--- src/hw/rtl/hcbd_pkg.sv ---
// ----------------------------------------------------------------------------
// hcbd_pkg
// shared types and constants of the chunked body decoder
// ----------------------------------------------------------------------------
`timescale 1ns / 1ps

package hcbd_pkg;

    localparam int COUNT_WIDTH_DEF = 32;

    localparam logic [7:0] CH_CR   = 8'h0D;
    localparam logic [7:0] CH_LF   = 8'h0A;
    localparam logic [7:0] CH_SEMI = 8'h3B;

    // parser phases
    typedef enum logic [2:0] {
        PH_SIZE = 3'd0,
        PH_EXT  = 3'd1,
        PH_PRE  = 3'd2,
        PH_DATA = 3'd3,
        PH_POST = 3'd4,
        PH_DONE = 3'd5
    } phase_t;

    // one byte presented to the parser
    typedef struct packed {
        logic       step;
        logic [7:0] data;
        logic       last;
    } hcbd_step_t;

    // what the parser makes of that byte
    typedef struct packed {
        logic       emit;
        logic       end_seen;
        logic [7:0] data;
    } hcbd_result_t;

endpackage

--- src/hw/rtl/http_chunked_body_decoder.sv ---
// ----------------------------------------------------------------------------
// http_chunked_body_decoder
// strips chunked transfer coding from an http body, one byte per item
// ----------------------------------------------------------------------------
// Feed the raw chunked body one byte per item on the s_axis side; only payload
// bytes come out on m_axis, plus one end marker (tuser high, tdata zero) when
// the zero-size chunk line is closed by its carriage return. Size lines take
// hex digits of either case into a COUNT_WIDTH-bit count that wraps; other
// characters are ignored, and a semicolon skips an extension up to the cr.
// CR and LF bytes before and after a chunk's data are skipped, so a payload
// that starts with cr or lf loses that byte. Bytes after the end marker are
// dropped. Raising tlast on an input byte handles that byte normally and then
// returns the parser to its initial state, with no marker for a cut body.
// Throughput is one byte per clock cycle while the output is not stalled; an
// accepted byte passes through the input register and the result register
// around the combinational parser step.
`timescale 1ns / 1ps

module http_chunked_body_decoder
    import hcbd_pkg::*;
#(
    parameter int COUNT_WIDTH = COUNT_WIDTH_DEF
)
(
    input  logic       clk,
    input  logic       rst_n,

    // raw body in
    input  logic       s_axis_tvalid,
    output logic       s_axis_tready,
    input  logic [7:0] s_axis_tdata,    // [7:0] data_byte
    input  logic       s_axis_tlast,    // last_of_input

    // decoded payload out
    output logic       m_axis_tvalid,
    input  logic       m_axis_tready,
    output logic [7:0] m_axis_tdata,    // [7:0] out_byte
    output logic       m_axis_tuser     // [0] end_seen
);

    // input register
    logic         in_valid_reg;
    logic [7:0]   in_data_reg;
    logic         in_last_reg;

    // result register
    logic         out_valid_reg;
    logic [7:0]   out_data_reg;
    logic         out_end_reg;

    logic         in_accept;
    logic         advance;
    hcbd_step_t   step_in;
    hcbd_result_t result;

    // the held item moves through the parser whenever the result slot is
    // free or being emptied this cycle, so both sides can move in the same cycle
    assign advance       = in_valid_reg && (!out_valid_reg || m_axis_tready);
    assign s_axis_tready = !in_valid_reg || advance;
    assign in_accept     = s_axis_tvalid && s_axis_tready;

    assign step_in.step = advance;
    assign step_in.data = in_data_reg;
    assign step_in.last = in_last_reg;

    hcbd_parser #(
        .COUNT_WIDTH (COUNT_WIDTH)
    ) u_parser (
        .clk     (clk),
        .rst_n   (rst_n),
        .step_in (step_in),
        .result  (result)
    );

    // control state
    always_ff @(posedge clk or negedge rst_n)
    begin
        if (!rst_n)
        begin
            in_valid_reg  <= 1'b0;
            out_valid_reg <= 1'b0;
        end
        else
        begin
            if (s_axis_tready)
            begin
                in_valid_reg <= s_axis_tvalid;
            end
            if (advance)
            begin
                out_valid_reg <= result.emit;
            end
            else if (m_axis_tready)
            begin
                out_valid_reg <= 1'b0;
            end
        end
    end

    // payload, no reset needed
    always_ff @(posedge clk)
    begin
        if (in_accept)
        begin
            in_data_reg <= s_axis_tdata;
            in_last_reg <= s_axis_tlast;
        end
        if (advance && result.emit)
        begin
            out_data_reg <= result.data;
            out_end_reg  <= result.end_seen;
        end
    end

    assign m_axis_tvalid = out_valid_reg;
    assign m_axis_tdata  = out_data_reg;
    assign m_axis_tuser  = out_end_reg;

endmodule

--- src/hw/rtl/hcbd_parser.sv ---
// ----------------------------------------------------------------------------
// hcbd_parser
// phase machine and chunk counter, one byte per step
// ----------------------------------------------------------------------------
`timescale 1ns / 1ps

module hcbd_parser
    import hcbd_pkg::*;
#(
    parameter int COUNT_WIDTH = COUNT_WIDTH_DEF
)
(
    input  logic         clk,
    input  logic         rst_n,
    input  hcbd_step_t   step_in,
    output hcbd_result_t result
);

    phase_t                   phase_reg;
    phase_t                   phase_next;
    logic [COUNT_WIDTH-1:0]   count_reg;
    logic [COUNT_WIDTH-1:0]   count_next;

    logic                     is_cr;
    logic                     is_crlf;
    logic                     is_semi;
    logic                     is_hex;
    logic [3:0]               hex_val;
    logic                     count_zero;
    logic                     count_one;
    logic [COUNT_WIDTH-1:0]   count_dec;
    logic [COUNT_WIDTH-1:0]   count_acc;

    assign is_cr      = (step_in.data == CH_CR);
    assign is_crlf    = is_cr || (step_in.data == CH_LF);
    assign is_semi    = (step_in.data == CH_SEMI);
    assign count_zero = (count_reg == '0);
    assign count_one  = (count_reg == COUNT_WIDTH'(1));
    assign count_dec  = count_reg - COUNT_WIDTH'(1);
    assign count_acc  = {count_reg[COUNT_WIDTH-5:0], hex_val};

    // hex digit decode, either case
    always_comb
    begin
        is_hex  = 1'b1;
        hex_val = 4'd0;
        if (step_in.data >= 8'h30 && step_in.data <= 8'h39)
        begin
            hex_val = step_in.data[3:0];
        end
        else if ((step_in.data >= 8'h61 && step_in.data <= 8'h66) ||
                 (step_in.data >= 8'h41 && step_in.data <= 8'h46))
        begin
            hex_val = step_in.data[3:0] + 4'd9;
        end
        else
        begin
            is_hex = 1'b0;
        end
    end

    // next state
    always_comb
    begin
        phase_next = phase_reg;
        count_next = count_reg;
        unique case (phase_reg)
            PH_EXT:
            begin
                if (is_cr)
                begin
                    phase_next = count_zero ? PH_DONE : PH_PRE;
                end
            end
            PH_PRE, PH_DATA:
            begin
                if (phase_reg == PH_DATA || !is_crlf)
                begin
                    count_next = count_dec;
                    phase_next = count_one ? PH_POST : PH_DATA;
                end
            end
            PH_POST:
            begin
                // first byte of a new size line starts from a zero count
                if (!is_crlf)
                begin
                    count_next = '0;
                    phase_next = PH_SIZE;
                    if (is_semi)
                    begin
                        phase_next = PH_EXT;
                    end
                    else if (is_hex)
                    begin
                        count_next = COUNT_WIDTH'(hex_val);
                    end
                end
            end
            PH_DONE:
            begin
                phase_next = PH_DONE;
            end
            default:
            begin
                // size line, also taken by the unused codes
                phase_next = PH_SIZE;
                if (is_cr)
                begin
                    phase_next = count_zero ? PH_DONE : PH_PRE;
                end
                else if (is_semi)
                begin
                    phase_next = PH_EXT;
                end
                else if (is_hex)
                begin
                    count_next = count_acc;
                end
            end
        endcase
        if (step_in.last)
        begin
            phase_next = PH_SIZE;
            count_next = '0;
        end
    end

    // outputs
    always_comb
    begin
        result.emit     = 1'b0;
        result.end_seen = 1'b0;
        result.data     = step_in.data;
        unique case (phase_reg)
            PH_PRE:
            begin
                result.emit = !is_crlf;
            end
            PH_DATA:
            begin
                result.emit = 1'b1;
            end
            PH_POST, PH_DONE:
            begin
                result.emit = 1'b0;
            end
            default:
            begin
                // size line or extension: end marker on cr with zero count
                if (is_cr && count_zero)
                begin
                    result.emit     = 1'b1;
                    result.end_seen = 1'b1;
                    result.data     = 8'd0;
                end
            end
        endcase
    end

    always_ff @(posedge clk or negedge rst_n)
    begin
        if (!rst_n)
        begin
            phase_reg <= PH_SIZE;
            count_reg <= '0;
        end
        else if (step_in.step)
        begin
            phase_reg <= phase_next;
            count_reg <= count_next;
        end
    end

endmodule

--- config.mk ---
export PLATFORM = sky130hd
export DESIGN_NAME = http_chunked_body_decoder
export DESIGN_NICKNAME = d
export VERILOG_FILES = /design/src/hw/rtl/hcbd_pkg.sv /design/src/hw/rtl/http_chunked_body_decoder.sv /design/src/hw/rtl/hcbd_parser.sv
export SDC_FILE = /design/constraint.sdc
export NUM_CORES = 1
export LEC_CHECK = 0
export ABC_CLOCK_PERIOD_IN_PS = 3490
export BUFFER_PORTS_ARGS = -buffer_cell sky130_fd_sc_hd__buf_2
export CORE_MARGIN = 3
export CORE_UTILIZATION = 55
export DETAILED_ROUTE_END_ITERATION = 8
export HOLD_SLACK_MARGIN = 0.08
export PLACE_DENSITY = 0.71
export SYNTH_ARGS = -nofsm -noshare
export SYNTH_HDL_FRONTEND = slang
export SYNTH_SLANG_ARGS = --single-unit
export TNS_END_PERCENT = 30
--- constraint.sdc ---
create_clock -name clk -period 3.49 [get_ports clk]
set_input_delay 0.349 -clock clk [delete_from_list [all_inputs] [get_ports clk]]
set_output_delay 0.349 -clock clk [all_outputs]
set_load 0.01 [all_outputs]
==> out/results.env <==
TIMING.CLOCK.SKEW_PS=5.130
TRITONCTS='done'
CTS.REPAIR.RESIZED=0
END_KIND='register'
SYNTH_SIMPLE_GATE_AREA_SHARE_PCT=21.12
SETUP_VIOL=0
POST_SYNTH_NUM_CELL_TYPES=59
GLOBAL_ROUTE_WIRE_LENGTH_BEFORE_REPAIR_MM=13.80
RUN_STATUS='finished, final reports clean'
STDCELL_AREA_MM2=0.003612
FIRST_ITER_VIOLATIONS=285
SHARE_OF_SYNTHESIZED_REGISTERS_CARRYING_AN_ASYNC_SET_OR_RESET_PCT=67.27
AREAGROWTHSYNTHTOFINISH_PCT=7.164
SYNTH_TOP_AREA_SHARE_PCT=27.47
WORSTPATHARRIVAL_PS=3050
MAPPEDNETLISTAREA_MM2=0.003371
START_KIND='register'
PLACE_HPWL_MM=5.679
MAXIMUM_VDD_DROP_V=0.0002619
FINAL_MIN_PERIOD_OVER_CLOCK_PERIOD_PCT=82.35
CTS_POST_SETUP_BUFFERS_INSERTED=0
ANTENNA_FOUND_INITIAL=0
MULTIINPUTGATEAREA_MM2=0.001769
COMBPWRFRAC_PCT=27.5
ANTENNA_VIOLATING_NETS_POST_ROUTE=0
SYNTH.AREA.MUX_SHARE_PCT=0.2970
SWITCHING_POWER_mW=0.5394
FILL_COUNT=507
SYNTH_ENABLE_FLOP_CELLS=18
CLOCK-ROOT-BUFFER='sky130_fd_sc_hd__clkbuf_8'
POWER.SHARE.SWITCHING_PCT=35.44
FMAX_MHz=347.9
NNETSFINAL=409
SYNTHCELLS=375
TOTAL_CTS_BUFFERS=5
CP_MAX_FO=23
MIN_PATH_TYPE='input port to asynchronous set/reset pin'
SYNTH_TOP_CELL_BY_AREA='sky130_fd_sc_hd__dfrtp_1'
POST_SYNTH_FA_HA_MAJ_AREA_FRACTION_PCT=2.970
ROUTEDWLPERCELL_UM=17.50
ROUTE.DETAILED.VIAS_PER_INST=6.508
GLOBAL_ROUTE.OVERFLOW_TOTAL=0
POWER.LEAKAGE_nW=1.464
FP-ROW-COUNT=27
CORE_AREA_MM2=0.005709
SYNTH_TOP_FAMILY_BY_AREA='compound AO/OA/AOI/OAI gates'
SYNTH_COMPOUND_GATE_AREA_SHARE_PCT=27.69
SYNTH-WARNING-COUNT=0
SYNTH_AREA_LEADERS='sky130_fd_sc_hd__dfrtp_1 27%, sky130_fd_sc_hd__edfxtp_1 16%, sky130_fd_sc_hd__o21ai_0 5.5%'
FLOORPLAN.INITIALDENSITY_PCT=59.04
SLEW-LIMIT-HEADROOM_PCT=40.15
TIMING_MAX_TRANSITION_VIOLATIONS_FINAL=0
ROUTE.FINAL.WIRE_LENGTH_MM=8.068
SYNTH_SEQUENTIAL_AREA_RATIO_PCT=43.50
CLOCK_TREE.BUFFER_DEPTH=2
TNS_PS=0
REMAINING_DRC_ERRORS=0
PIN_COUNT=24
DIE_W_UM=84.29
POST_DP_CELL_AREA_MM2=0.003527
MAX_CAPACITANCE_VIOLATION_TOTAL=0
SHARE_OF_FINAL_LAYOUT_STANDARD_CELLS_STRONGER_THAN_DRIVE_STRENGTH_1_PCT=11.57
FINAL_HOLD_VIOL_COUNT=0
WORSTMARGINPINSLEW_PS=894.4
WORST_SKEW_PAIR.LATE_LATENCY_PS=300
CLOCKPOWERSHARE_PCT=22.9
HTREEDEPTH=2
CTS.SINKS=55
POST_SYNTH.CELL_AREA_AVG_UM2=8.989
GLOBALPLACE.CONGESTION=0.8558
DR_TOTAL_VIAS=3000
FIRSTDRTPASSITERS=5
POWER-PER-CELL-AREA_mW_PER_MM2=421.3
P_SEQ_SHARE_PCT=49.6
DIE_AREA_MM2=0.007104
CP_DATA_REQUIRED_TIME_PS=3660
LARGEST_NET_DEGREE_AT_THE_START_OF_GLOBAL_ROUTING=42
CTS.REPORTEDPATHS.CLKPINSLEW_PS=100
YOSYS_MOST_USED_DFF='sky130_fd_sc_hd__dfrtp_1'
RSZ_0062_RAISED_AFTER_GLOBAL_ROUTING='no'
NUM_ANTENNA_CELLS=0
FINAL_PERIOD_MINUS_WORST_SETUP_SLACK_PS=2874
CRIT_TYPE='register to register'
VIA_COUNT_OF_THE_FIRST_GLOBAL_ROUTING_PASS=2871
P_INT_mW=0.9826
SYNTH_SEQ_CELLS=55
WORST-R2R-CELL-COUNT=8
DIEHEIGHT_UM=84.29
SYNTH.CELLS.MOST_FREQUENT='37 x sky130_fd_sc_hd__dfrtp_1, 37 x sky130_fd_sc_hd__o21ai_0, 34 x sky130_fd_sc_hd__nand2_1'
POST_SYNTH_XOR_AREA_FRACTION_PCT=0.2598
SYNTH.NET_COUNT=396
SEQ_AREA_MM2=0.001466
CTS.HOLD.BUFFERS_ADDED=0
GRT_UTIL_ALL_LAYERS_PCT=23.52
QUANTITY_OF_I_O_BUFFERS_INSERTED_ON_PORTS=23
LARGEST_REG_FLOPS=32
[cell type report]
| class | instances | area share, % |
|---|---|---|
| tap | 72 | 2.494 |
| timing repair buffer | 27 | 4.018 |
| sequential | 55 | 40.60 |
| inverter | 15 | 1.559 |
| clock buffer | 6 | 2.009 |
| clock inverter | 2 | 0.3464 |
| multi-input combinational | 284 | 48.98 |
[routing by layer]
layer / up-vias / routed length, um / global-route usage, %
met4: 0 / 85 / 7.895
met2: 128 / 3590 / 34.86
met3: 7 / 568 / 3.238
li1: 1439 / - / -
met1: 1426 / 3824 / 35.36
met5: - / 0 / 0
[through the flow]
stage	utilization, %	power, mW	std cells	hold WS [ps]	worst slack (ps)
6_report	63.27	1.522	461	132.5	615.9
5_1_grt	63.27	1.616	461	189.2	376.6
4_1_cts	63.27	1.527	461	177.8	618.7
3_5_place_dp	61.78	1.179	453	464.8	656.7
3_3_place_gp	61.78	1.172	453	464.6	795.3
2_1_floorplan	-	1.070	375	53.41	982.4
[cell families after synthesis]
logic type | after synthesis
flops | 55
simple gates | 132
xor+xnor | 1
compound gates | 142
mux | 1
buf+inv | 36
fa+ha+maj | 8
[worst paths after layout]
check | slack (ps) | start | to
max | 620 | u_parser.phase_reg[2]$_DFFE_PN0P_ | u_parser.count_reg[0]$_DFFE_PN0P_
min | 130 | rst_n | in_valid_reg$_DFFE_PN0N_
max reg2reg | 620 | u_parser.phase_reg[2]$_DFFE_PN0P_ | u_parser.count_reg[0]$_DFFE_PN0P_
min reg2reg | 490 | in_data_reg[5]$_DFFE_PP_ | m_axis_tdata[5]$_DFFE_PP_
max in group asynchronous | 2800 | rst_n | u_parser.count_reg[1]$_DFFE_PN0P_
min in group clk | 210 | s_axis_tlast | in_last_reg$_DFFE_PP_
[power by group through the flow]
stage               logic [mW]  registers (mW)  clock network [mW]
finish                   0.418           0.755               0.349
global route             0.465           0.761               0.390
CTS                      0.414           0.753               0.360
detailed placement       0.412           0.767                   0
global placement         0.406           0.766                   0
floorplan                0.325           0.744                   0
[worst max-delay path, stage by stage (launching register included)]
cell	delay, ps
sky130_fd_sc_hd__dfrtp_1	500
sky130_fd_sc_hd__inv_1	90
sky130_fd_sc_hd__ha_1	380
sky130_fd_sc_hd__o21bai_1	240
sky130_fd_sc_hd__a22oi_1	250
sky130_fd_sc_hd__o311a_1	220
sky130_fd_sc_hd__o21a_1	630
sky130_fd_sc_hd__o221ai_1	250
sky130_fd_sc_hd__a21boi_0	180
[cells in the final DEF (no fill, tap or decap), drive strengths merged, types with 8 or more instances in the layout]
master / instances
a21oi: 27
a22oi: 11
buf: 27
dfrtp: 37
edfxtp: 18
ha: 8
inv: 15
nand2: 34
nor2: 34
nor3: 19
o21ai: 46
o2bb2ai: 10
No activity file was read; power rests on OpenSTA's default activity.
